## config.mk

```make
export PLATFORM = sky130hd
export DESIGN_NAME = asdu_information_object_decoder
export DESIGN_NICKNAME = d
export VERILOG_FILES = /design/src/sv/asdu_pkg.sv /design/src/sv/asdu_fifo.sv /design/src/sv/asdu_parser.sv /design/src/sv/asdu_information_object_decoder.sv
export VERILOG_INCLUDE_DIRS = /design/src /design/src/sv
export SDC_FILE = /design/constraint.sdc
export NUM_CORES = 1
export LEC_CHECK = 0
export ABC_AREA = 1
export BUFFER_PORTS_ARGS = -buffer_cell sky130_fd_sc_hd__buf_2
export CAP_MARGIN = 5
export CELL_PAD_IN_SITES_DETAIL_PLACEMENT = 1
export CELL_PAD_IN_SITES_GLOBAL_PLACEMENT = 1
export CORE_ASPECT_RATIO = 1.1
export CORE_UTILIZATION = 32
export DETAILED_ROUTE_END_ITERATION = 10
export HOLD_SLACK_MARGIN = 0.02
export PLACE_DENSITY = 0.68
export SYNTH_ARGS = -nofsm -noshare
export SYNTH_HDL_FRONTEND = slang
export SYNTH_SLANG_ARGS = --single-unit
```

## constraint.sdc

```tcl
create_clock -name clock -period 4.1 [get_ports clock]
set_input_delay 0.615 -clock clock [delete_from_list [all_inputs] [get_ports clock]]
set_output_delay 0.615 -clock clock [all_outputs]
set_load 0.005 [all_outputs]
```

## src/sv/asdu_information_object_decoder_assert.svh

```systemverilog
// Assertion macros shared by the ASDU decoder modules.
// Depends on nothing; included inside the module bodies that check themselves.
`ifndef ASDU_INFORMATION_OBJECT_DECODER_ASSERT_SVH
`define ASDU_INFORMATION_OBJECT_DECODER_ASSERT_SVH

`ifndef SYNTH
// Checked property, switched off while reset is high.
`define ASDU_ASSERT(label, clk, rst, prop) \
   label: assert property (@(posedge clk) disable iff (rst) prop) \
      else $error("asdu decoder assertion failed");
// Checked property that also holds around reset.
`define ASDU_ASSERT_NR(label, clk, prop) \
   label: assert property (@(posedge clk) prop) \
      else $error("asdu decoder reset assertion failed");
`else
`define ASDU_ASSERT(label, clk, rst, prop)
`define ASDU_ASSERT_NR(label, clk, prop)
`endif

`endif

```

## src/sv/asdu_pkg.sv

```systemverilog
// Shared types, codes and type tables of the ASDU information object decoder.
// Depends on nothing; used by asdu_parser, asdu_fifo and the top level.
package asdu_pkg;

   // Record status codes.
   localparam logic [1:0] ST_OBJECT = 2'd0;
   localparam logic [1:0] ST_END    = 2'd1;
   localparam logic [1:0] ST_ERROR  = 2'd2;

   // Value kind codes.
   localparam logic [2:0] KIND_SINGLE = 3'd0;
   localparam logic [2:0] KIND_DOUBLE = 3'd1;
   localparam logic [2:0] KIND_INT16  = 3'd2;
   localparam logic [2:0] KIND_INT32  = 3'd3;
   localparam logic [2:0] KIND_NORM   = 3'd4;
   localparam logic [2:0] KIND_FLOAT  = 3'd5;
   localparam logic [2:0] KIND_BYTE   = 3'd6;

   // Configuration register indexes.
   localparam logic [1:0] CSR_COT_BYTES = 2'd0;
   localparam logic [1:0] CSR_CA_BYTES  = 2'd1;
   localparam logic [1:0] CSR_IOA_BYTES = 2'd2;

   // One result record.
   typedef struct packed {
      logic [1:0]  status;
      logic [7:0]  type_id;
      logic [5:0]  cause;
      logic [15:0] common_address;
      logic [23:0] object_address;
      logic [2:0]  value_kind;
      logic [31:0] value_bits;
      logic [6:0]  object_count;
      logic        last_of_run;
   } rec_type;

   // Records written into the output queue in one cycle.
   typedef struct packed {
      logic first;
      logic second;
   } push_type;

   // Payload bytes of one information object, zero for unknown types.
   function automatic logic [3:0] payload_size(input logic [7:0] t);
      logic [3:0] s;
      unique case (t)
         8'd1, 8'd3, 8'd20, 8'd45, 8'd46:  s = 4'd1;
         8'd21:                            s = 4'd2;
         8'd5, 8'd9, 8'd11, 8'd48, 8'd49:  s = 4'd3;
         8'd2, 8'd4:                       s = 4'd4;
         8'd7, 8'd13, 8'd15, 8'd50:        s = 4'd5;
         8'd6, 8'd10, 8'd12:               s = 4'd6;
         8'd8, 8'd14, 8'd16, 8'd30, 8'd31: s = 4'd8;
         8'd32, 8'd34, 8'd35:              s = 4'd10;
         8'd33, 8'd36, 8'd37:              s = 4'd12;
         default:                          s = 4'd0;
      endcase
      return s;
   endfunction

   // Value kind carried by each type.
   function automatic logic [2:0] kind_of(input logic [7:0] t);
      logic [2:0] k;
      unique case (t)
         8'd1, 8'd2, 8'd30, 8'd45:                        k = KIND_SINGLE;
         8'd3, 8'd4, 8'd31, 8'd46:                        k = KIND_DOUBLE;
         8'd5, 8'd6, 8'd32, 8'd11, 8'd12, 8'd35, 8'd49:   k = KIND_INT16;
         8'd7, 8'd8, 8'd33, 8'd15, 8'd16, 8'd37:          k = KIND_INT32;
         8'd9, 8'd10, 8'd34, 8'd21, 8'd48:                k = KIND_NORM;
         8'd13, 8'd14, 8'd36, 8'd50:                      k = KIND_FLOAT;
         default:                                         k = KIND_BYTE;
      endcase
      return k;
   endfunction

   // Cut the collected payload word down to the bits of its kind.
   function automatic logic [31:0] extract(input logic [2:0] kind, input logic [31:0] acc);
      logic [31:0] v;
      unique case (kind)
         KIND_SINGLE:           v = {31'd0, acc[0]};
         KIND_DOUBLE:           v = {30'd0, acc[1:0]};
         KIND_INT16, KIND_NORM: v = {{16{acc[15]}}, acc[15:0]};
         KIND_INT32, KIND_FLOAT: v = acc;
         default:               v = {24'd0, acc[7:0]};
      endcase
      return v;
   endfunction

   // Field width registers: zero acts as one, above the maximum acts as the maximum.
   function automatic logic [1:0] clamp_width(input logic [1:0] v, input logic [1:0] hi);
      logic [1:0] w;
      if (v == 2'd0) begin
         w = 2'd1;
      end else if (v > hi) begin
         w = hi;
      end else begin
         w = v;
      end
      return w;
   endfunction

endpackage

```

## src/sv/asdu_fifo.sv

```systemverilog
// Result record queue: takes up to two records per cycle, gives one on out_ready.
// Depends on asdu_pkg and asdu_information_object_decoder_assert.svh.
module asdu_fifo #(
   parameter int DEPTH = 4
) (
   input  logic               clock,
   input  logic               reset,
   input  asdu_pkg::push_type push,
   input  asdu_pkg::rec_type  rec0,
   input  asdu_pkg::rec_type  rec1,
   output logic               space_two,
   output logic               out_valid,
   input  logic               out_ready,
   output asdu_pkg::rec_type  out_rec
);
   import asdu_pkg::*;
   `include "asdu_information_object_decoder_assert.svh"

   localparam int PTR_W = (DEPTH > 1) ? $clog2(DEPTH) : 1;
   localparam int CNT_W = $clog2(DEPTH + 1);
   localparam logic [PTR_W-1:0] LAST_PTR = PTR_W'(DEPTH - 1);
   localparam logic [CNT_W-1:0] ROOM_TWO = CNT_W'(DEPTH - 2);

   rec_type          mem_ff [DEPTH];
   logic [PTR_W-1:0] wr_ff, wr_in, wr_next, rd_ff, rd_in;
   logic [CNT_W-1:0] count_ff, count_in;
   logic             pop;

   function automatic logic [PTR_W-1:0] ptr_inc(input logic [PTR_W-1:0] p);
      return (p == LAST_PTR) ? '0 : p + 1'b1;
   endfunction

   assign out_valid = (count_ff != '0);
   assign out_rec   = mem_ff[rd_ff];
   assign space_two = (count_ff <= ROOM_TWO);
   assign pop       = out_valid && out_ready;
   assign wr_next   = ptr_inc(wr_ff);

   // Pointer and fill count updates.
   always_comb begin
      wr_in    = wr_ff;
      rd_in    = rd_ff;
      count_in = count_ff;
      if (push.first && push.second) begin
         wr_in = ptr_inc(wr_next);
      end else if (push.first) begin
         wr_in = wr_next;
      end
      if (pop) begin
         rd_in = ptr_inc(rd_ff);
      end
      count_in = count_ff + CNT_W'(push.first) + CNT_W'(push.second) - CNT_W'(pop);
   end

   always_ff @(posedge clock) begin
      if (reset) begin
         wr_ff    <= '0;
         rd_ff    <= '0;
         count_ff <= '0;
      end else begin
         wr_ff    <= wr_in;
         rd_ff    <= rd_in;
         count_ff <= count_in;
      end
   end

   // Record storage.
   always_ff @(posedge clock) begin
      if (push.first) begin
         mem_ff[wr_ff] <= rec0;
      end
      if (push.second) begin
         mem_ff[wr_next] <= rec1;
      end
   end

   `ASDU_ASSERT(a_no_overflow, clock, reset, push.first |-> count_ff <= ROOM_TWO)
   `ASDU_ASSERT(a_second_needs_first, clock, reset, push.second |-> push.first)
   `ASDU_ASSERT(a_pop_drains, clock, reset,
      (pop && !push.first) |=> count_ff == $past(count_ff) - 1'b1)
   `ASDU_ASSERT_NR(a_reset_empty, clock, reset |=> count_ff == '0)

endmodule

```

## src/sv/asdu_parser.sv

```systemverilog
// Header and object parser: holds the per-ASDU state and builds records per byte.
// Depends on asdu_pkg and asdu_information_object_decoder_assert.svh.
module asdu_parser (
   input  logic               clock,
   input  logic               reset,
   input  logic               csr_wen,
   input  logic [1:0]         csr_index,
   input  logic [1:0]         csr_wdata,
   input  logic               accept,
   input  logic [7:0]         data_byte,
   input  logic               end_of_asdu,
   output asdu_pkg::push_type push,
   output asdu_pkg::rec_type  rec0,
   output asdu_pkg::rec_type  rec1
);
   import asdu_pkg::*;
   `include "asdu_information_object_decoder_assert.svh"

   typedef enum logic [2:0] {
      PH_TYPE, PH_VSQ, PH_COT, PH_CA, PH_IOA, PH_PAYLOAD, PH_SKIP
   } phase_type;

   phase_type   phase_ff, phase_in;
   logic [3:0]  idx_ff, idx_in, idx_inc;
   logic [7:0]  type_ff, type_in;
   logic [6:0]  remain_ff, remain_in, remain_dec;
   logic        seq_ff, seq_in;
   logic [5:0]  cause_ff, cause_in;
   logic [15:0] ca_ff, ca_in;
   logic [23:0] addr_ff, addr_in;
   logic [31:0] val_ff, val_in;
   logic [6:0]  emitted_ff, emitted_in;
   logic [1:0]  cot_w_ff, ca_w_ff, ioa_w_ff;
   logic [3:0]  size;
   logic [2:0]  kind;
   logic        obj_fire, bad;
   rec_type     obj_rec, end_rec;

   assign size    = payload_size(type_ff);
   assign kind    = kind_of(type_ff);
   assign idx_inc = idx_ff + 4'd1;

   // Next state and records for the byte on the input.
   always_comb begin
      phase_in   = phase_ff;
      idx_in     = idx_ff;
      type_in    = type_ff;
      remain_in  = remain_ff;
      remain_dec = remain_ff;
      seq_in     = seq_ff;
      cause_in   = cause_ff;
      ca_in      = ca_ff;
      addr_in    = addr_ff;
      val_in     = val_ff;
      emitted_in = emitted_ff;
      obj_fire   = 1'b0;
      obj_rec    = '0;
      unique case (phase_ff)
         PH_TYPE: begin
            type_in    = data_byte;
            remain_in  = '0;
            seq_in     = 1'b0;
            cause_in   = '0;
            ca_in      = '0;
            addr_in    = '0;
            val_in     = '0;
            emitted_in = '0;
            idx_in     = '0;
            phase_in   = PH_VSQ;
         end
         PH_VSQ: begin
            remain_in = data_byte[6:0];
            seq_in    = data_byte[7];
            idx_in    = '0;
            phase_in  = PH_COT;
         end
         PH_COT: begin
            if (idx_ff == 4'd0) begin
               cause_in = data_byte[5:0];
            end
            idx_in = idx_inc;
            if (idx_inc >= {2'b00, clamp_width(cot_w_ff, 2'd2)}) begin
               idx_in   = '0;
               phase_in = PH_CA;
            end
         end
         PH_CA: begin
            if (idx_ff == 4'd0) begin
               ca_in[7:0] = ca_ff[7:0] | data_byte;
            end else if (idx_ff == 4'd1) begin
               ca_in[15:8] = ca_ff[15:8] | data_byte;
            end
            idx_in = idx_inc;
            if (idx_inc >= {2'b00, clamp_width(ca_w_ff, 2'd2)}) begin
               idx_in  = '0;
               addr_in = '0;
               val_in  = '0;
               if (size == 4'd0 || remain_ff == 7'd0) begin
                  phase_in = PH_SKIP;
               end else begin
                  phase_in = PH_IOA;
               end
            end
         end
         PH_IOA: begin
            if (idx_ff == 4'd0) begin
               addr_in[7:0] = addr_ff[7:0] | data_byte;
            end else if (idx_ff == 4'd1) begin
               addr_in[15:8] = addr_ff[15:8] | data_byte;
            end else if (idx_ff == 4'd2) begin
               addr_in[23:16] = addr_ff[23:16] | data_byte;
            end
            idx_in = idx_inc;
            if (idx_inc >= {2'b00, clamp_width(ioa_w_ff, 2'd3)}) begin
               idx_in   = '0;
               val_in   = '0;
               phase_in = PH_PAYLOAD;
            end
         end
         PH_PAYLOAD: begin
            if (idx_ff == 4'd0) begin
               val_in[7:0] = val_ff[7:0] | data_byte;
            end else if (idx_ff == 4'd1) begin
               val_in[15:8] = val_ff[15:8] | data_byte;
            end else if (idx_ff == 4'd2) begin
               val_in[23:16] = val_ff[23:16] | data_byte;
            end else if (idx_ff == 4'd3) begin
               val_in[31:24] = val_ff[31:24] | data_byte;
            end
            idx_in = idx_inc;
            if (idx_inc >= size) begin
               // Object complete: emit it, then go to the next one or skip after the last.
               obj_fire               = 1'b1;
               emitted_in             = emitted_ff + 7'd1;
               obj_rec.status         = ST_OBJECT;
               obj_rec.type_id        = type_ff;
               obj_rec.cause          = cause_ff;
               obj_rec.common_address = ca_ff;
               obj_rec.object_address = addr_ff;
               obj_rec.value_kind     = kind;
               obj_rec.value_bits     = extract(kind, val_in);
               obj_rec.object_count   = emitted_in;
               obj_rec.last_of_run    = !end_of_asdu;
               idx_in                 = '0;
               val_in                 = '0;
               if (remain_ff != 7'd0) begin
                  remain_dec = remain_ff - 7'd1;
               end
               remain_in = remain_dec;
               if (remain_dec == 7'd0) begin
                  phase_in = PH_SKIP;
               end else if (seq_ff) begin
                  addr_in = addr_ff + 24'd1;
               end else begin
                  addr_in  = '0;
                  phase_in = PH_IOA;
               end
            end
         end
         default: begin
         end
      endcase

      // End or error record closes the ASDU.
      bad = (phase_in == PH_VSQ) || (phase_in == PH_COT) || (phase_in == PH_CA) ||
            ((phase_in == PH_IOA) && seq_in);
      end_rec                = '0;
      end_rec.status         = bad ? ST_ERROR : ST_END;
      end_rec.type_id        = type_in;
      end_rec.cause          = cause_in;
      end_rec.common_address = ca_in;
      end_rec.object_count   = emitted_in;
      end_rec.last_of_run    = 1'b1;
      if (end_of_asdu) begin
         phase_in = PH_TYPE;
         idx_in   = '0;
      end
   end

   // Records toward the output queue.
   always_comb begin
      push.first  = accept && (obj_fire || end_of_asdu);
      push.second = accept && obj_fire && end_of_asdu;
      rec0        = obj_fire ? obj_rec : end_rec;
      rec1        = end_rec;
   end

   // Parse state and configuration registers.
   always_ff @(posedge clock) begin
      if (reset) begin
         phase_ff   <= PH_TYPE;
         idx_ff     <= '0;
         type_ff    <= '0;
         remain_ff  <= '0;
         seq_ff     <= 1'b0;
         cause_ff   <= '0;
         ca_ff      <= '0;
         addr_ff    <= '0;
         val_ff     <= '0;
         emitted_ff <= '0;
         cot_w_ff   <= 2'd2;
         ca_w_ff    <= 2'd2;
         ioa_w_ff   <= 2'd3;
      end else begin
         if (accept) begin
            phase_ff   <= phase_in;
            idx_ff     <= idx_in;
            type_ff    <= type_in;
            remain_ff  <= remain_in;
            seq_ff     <= seq_in;
            cause_ff   <= cause_in;
            ca_ff      <= ca_in;
            addr_ff    <= addr_in;
            val_ff     <= val_in;
            emitted_ff <= emitted_in;
         end
         if (csr_wen) begin
            unique case (csr_index)
               CSR_COT_BYTES: cot_w_ff <= csr_wdata;
               CSR_CA_BYTES:  ca_w_ff  <= csr_wdata;
               CSR_IOA_BYTES: ioa_w_ff <= csr_wdata;
               default: begin
               end
            endcase
         end
      end
   end

   `ASDU_ASSERT(a_end_restarts, clock, reset,
      (accept && end_of_asdu) |=> phase_ff == PH_TYPE && idx_ff == 4'd0)
   `ASDU_ASSERT(a_objects_pending, clock, reset,
      (phase_ff == PH_IOA || phase_ff == PH_PAYLOAD) |-> remain_ff != 7'd0)
   `ASDU_ASSERT(a_cot_index, clock, reset, (phase_ff == PH_COT) |-> idx_ff < 4'd2)

endmodule

```

## src/sv/asdu_information_object_decoder.sv

```systemverilog
// ASDU information object decoder (IEC 60870-5-104 style), top level.
// The input channel takes one ASDU byte per word on req_tdata, with req_tlast on
// the final byte. The result channel gives one record per word: object records,
// then one end record (or an error record for a short header or a missing base
// address) per ASDU. rsp_tuser is the record status, rsp_tlast marks the last
// record caused by one input byte.
// A byte is parsed in the cycle it is accepted; its records are registered in the
// output queue and reach the result channel from its head. One byte is taken
// every cycle as long as the four-entry queue has room for two records; a byte
// that closes an object and the ASDU together yields two records, which drain at
// one per cycle while rsp_tready is high. The user must set field widths through
// the csr_ write port only while no ASDU is in flight; the block does not enforce
// this. Reset clears the parser to expect a type byte, empties the output queue
// and restores the field widths to two, two and three bytes. When the receiver
// stalls, records wait in the queue and req_tready drops below two free entries.
// Depends on asdu_pkg, asdu_parser and asdu_fifo.
module asdu_information_object_decoder #(
   parameter int FIFO_DEPTH = 4
) (
   input  logic        clock,
   input  logic        reset,
   input  logic        csr_wen,
   input  logic [1:0]  csr_index,
   input  logic [1:0]  csr_wdata,
   input  logic        req_tvalid,
   output logic        req_tready,
   input  logic [7:0]  req_tdata,   // data_byte
   input  logic        req_tlast,   // end_of_asdu
   output logic        rsp_tvalid,
   input  logic        rsp_tready,
   // type_id[7:0], cause[13:8], common_address[29:14], object_address[53:30],
   // value_kind[56:54], value_bits[88:57], object_count[95:89]
   output logic [95:0] rsp_tdata,
   output logic [1:0]  rsp_tuser,   // status
   output logic        rsp_tlast    // last_of_run
);
   import asdu_pkg::*;

   push_type push;
   rec_type  rec0, rec1, out_rec;
   logic     space_two, accept;

   assign req_tready = space_two;
   assign accept     = req_tvalid && req_tready;

   asdu_parser u_parser (
      .clock       (clock),
      .reset       (reset),
      .csr_wen     (csr_wen),
      .csr_index   (csr_index),
      .csr_wdata   (csr_wdata),
      .accept      (accept),
      .data_byte   (req_tdata),
      .end_of_asdu (req_tlast),
      .push        (push),
      .rec0        (rec0),
      .rec1        (rec1)
   );

   asdu_fifo #(
      .DEPTH (FIFO_DEPTH)
   ) u_fifo (
      .clock     (clock),
      .reset     (reset),
      .push      (push),
      .rec0      (rec0),
      .rec1      (rec1),
      .space_two (space_two),
      .out_valid (rsp_tvalid),
      .out_ready (rsp_tready),
      .out_rec   (out_rec)
   );

   // Pack the record onto the result word.
   assign rsp_tdata = {out_rec.object_count, out_rec.value_bits, out_rec.value_kind,
                       out_rec.object_address, out_rec.common_address, out_rec.cause,
                       out_rec.type_id};
   assign rsp_tuser = out_rec.status;
   assign rsp_tlast = out_rec.last_of_run;

endmodule
```

==> metrics <==
number of levels in the clock H-tree 2; path category of the worst min-delay check in -> reg; area fraction of the dominant cell type after synthesis 0.309; unrepaired setup endpoints after global routing no; Antenna Cells 0; wire length of the first global-routing pass between 100 and 150 mm; Clock Tree Buf Depth 3; met2 routed wirelength 42.4 mm; most used flip-flop cell after synthesis dfxtp_1; Final HPWL DP 55.7 mm; post-synthesis to final-layout area growth 14.3%; total power density per cell area roughly 600 nW/um2; number of standard cells in the final layout excluding fillers 4054; final hold violation count 0; fin crit period between 3000 and 4000 ps; number of enable flip-flop cells after synthesis about 160; final max-slew violation count 0; setup violation total in the final timing report 0; Fmax achieved 266 MHz; VDD IR max 0.326 mV; category of the worst setup path launch point register; post-route antenna net violation count 0; outcome finished, final reports clean; fraction of layout instances using a drive strength above 1 0.104; post-synth cell types 49; most repeated cell in the gate-level netlist after synthesis nand2_1; metal1 wirelength roughly 38 mm; Fill cells 8813; final critical-path share of the clock period 0.917; DR vias 22200; net count of the mapped netlist 3073; instance count of the mapped netlist 3019; number of violations reported at the end of detailed-routing iteration 0 1418; share of flip-flops with an asynchronous set or reset after synthesis 0; maximum number of pins on one net before global-route repair 145; hold-fix buffers at CTS 0; final net count 3109; number of clock sinks ~520; CTS tree yes; # placed instances ~4000; Die Wd 262 um; placeable core area approximately 73000 um2; clock-pin transition on the worst setup and hold timing paths 60 ps; DR pass1 iterations 5; total detailed-routing wirelength 87.1 mm; DRC Markers 0; Hold Worst Slack roughly 230 ps; initial standard-cell utilization of the core 0.325; Root Buffer clkbuf_16; RePlAce Congestion 0.908; worst max-slew margin expressed relative to the limit 0.341; post-route setup slack 339 ps; chain of cells forming the critical path inv_1 > ha_1 > ha_1 > inv_1 > o21bai_1 > nand3_1 > nand3_2 > nand2_2 > nor2_4 > nand2_2 > ha_1 > inv_1 > fa_1 > fa_1 > xor2_1 > nor2_1; Slew @ Worst Pin 989 ps; routed length on met3 3.91 mm; overall routing resource usage 0.227; Worst Setup End Kind register; vertical die dimension 288 um; via count of the first global-routing pass 22900; setup slack on the worst flop-to-flop path around 340 ps; peak per-stage delay on the critical path approximately 510 ps; largest cells by area after synthesis dfxtp_1 (31%), edfxtp_1 (20%), o21ai_0 (11%); Seq. cell area 12100 um2; post-DR wirelength/cell 21.5 um; uppermost signal routing layer after detailed routing met5; detailed-route vias per instance 5.47; top cells by instance count after synthesis nand2_1 (534), o21ai_0 (532), dfxtp_1 (368); row count ~100; I/O pin count 119; total of flip-flops plus latches after synthesis 524; count of input and output buffers 118; WP data arrival 4240 ps; Clock Latency Late Sink 630 ps; synth warn 0; leakage power roughly 0.01 uW; Critical-path top delay cell dfxtp_1; grt total ovfl 0; CP Data Required Time 4580 ps; Post-Route Skew 35.9 ps; Inserted Clock Buffers 55; summed instance area of the synthesized netlist 23800 um2; number of antenna violations at the first check in global routing 2; area of the multi-input gates around 10000 um2; post-CTS resize count 0; post-CTS setup buffer count 0; area leader, netlist dfxtp_1; die area roughly 76000 um2; CP max FO 9; count of maximum capacitance violations 0; Syn Area/Cell 7.89 um2; worst setup path category reg -> reg; minimum setup slack after placement 401 ps; PnR Total Power 16500 uW; share of synthesized area occupied by flip-flops and latches 0.506; final sum of negative setup slack 0 ps
[sequential cells by signal, summed over array words and instances (netlist names), 3 cells and up, named ones only]
| name | flops |
|---|---|
| u_fifo.mem_ff | 396 |
| u_parser.val_ff | 32 |
| u_parser.addr_ff | 24 |
| u_parser.ca_ff | 16 |
| u_parser.type_ff | 8 |
| u_parser.emitted_ff | 7 |
| u_parser.remain_ff | 7 |
| u_parser.cause_ff | 6 |
| u_parser.idx_ff | 4 |
| u_fifo.count_ff | 3 |
| u_parser.phase_ff | 3 |
[cells by family after synthesis]
group | Yosys count | synth area share
buffers and inverters | 393 | 0.0659
adder cells (fa/ha/maj) | 36 | 0.0195
AO/OA/AOI/OAI | 1026 | 0.228
XOR/XNOR | 10 | 0.00368
AND/OR/NAND/NOR | 1030 | 0.177
flip-flops | 524 | 0.506
[power breakdown]
part           switching, uW  internal [uW]
sequential               300           5790
clock                   2180           3030
combinational           3600           1570
[through the flow]
| stage | utilization | instance area [um2] |
|---|---|---|
| floorplan | - | 23800 |
| global placement | 0.345 | 25300 |
| detailed placement | 0.345 | 25300 |
| CTS | 0.371 | 27200 |
| global route | 0.371 | 27200 |
| finish | 0.371 | 27200 |
[critical path: cells and delay by family (launching register included)]
family / cells / cell delay (ps)
flip-flops: 1 / 510
XOR/XNOR: 1 / 220
adder cells (fa/ha/maj): 5 / 1860
AND/OR/NAND/NOR: 6 / 700
buffers and inverters: 3 / 240
AO/OA/AOI/OAI: 1 / 120
[placed cells by master, fill, tap and decap left out, drive strengths merged]
cell type	netlist	layout
a211oi	20	20
inv	191	194
nor3	16	16
o22ai	115	115
ha	34	34
bufinv	0	4
xor2	8	8
nand3b	2	2
dfxtp	368	368
o21a	2	2
clkbuf	132	84
nor2	358	358
nand4	14	14
fa	2	2
nor4	6	6
buf	64	175
o21bai	3	3
clkinvlp	0	3
a31oi	17	17
xnor2	2	2
nand2	548	548
a21boi	1	1
or2	5	5
edfxtp	156	156
o211ai	9	9
and2	1	1
o211a	1	1
clkinv	6	14
a22oi	8	8
a21oi	271	271
nand3	80	80
o21ai	579	579
[layer usage]
metal	vias up	global-route usage
met4	2	0.0776
met5	-	0
met3	134	0.0291
met2	561	0.386
li1	10400	-
met1	11100	0.295
[final timing paths]
check / startpoint / endpoint / cells past startpoint
min reg2reg: u_parser.val_ff[27] / u_parser.val_ff[27] / 2
max: u_parser.idx_ff[0] / u_fifo.count_ff[2] / 16
max reg2reg: u_parser.idx_ff[0] / u_fifo.count_ff[2] / 16
min: csr_wdata[0] / u_parser.ioa_w_ff[0] / 3
[cell type report]
type                       instances  area share
clock buffer                      84      0.0605
sequential                       524       0.443
clock inverter                    18     0.00887
tap                              954      0.0438
inverter                         197      0.0273
timing repair buffer             175      0.0411
multi-input combinational       2102       0.375
Power figures use the tool's default switching activity.
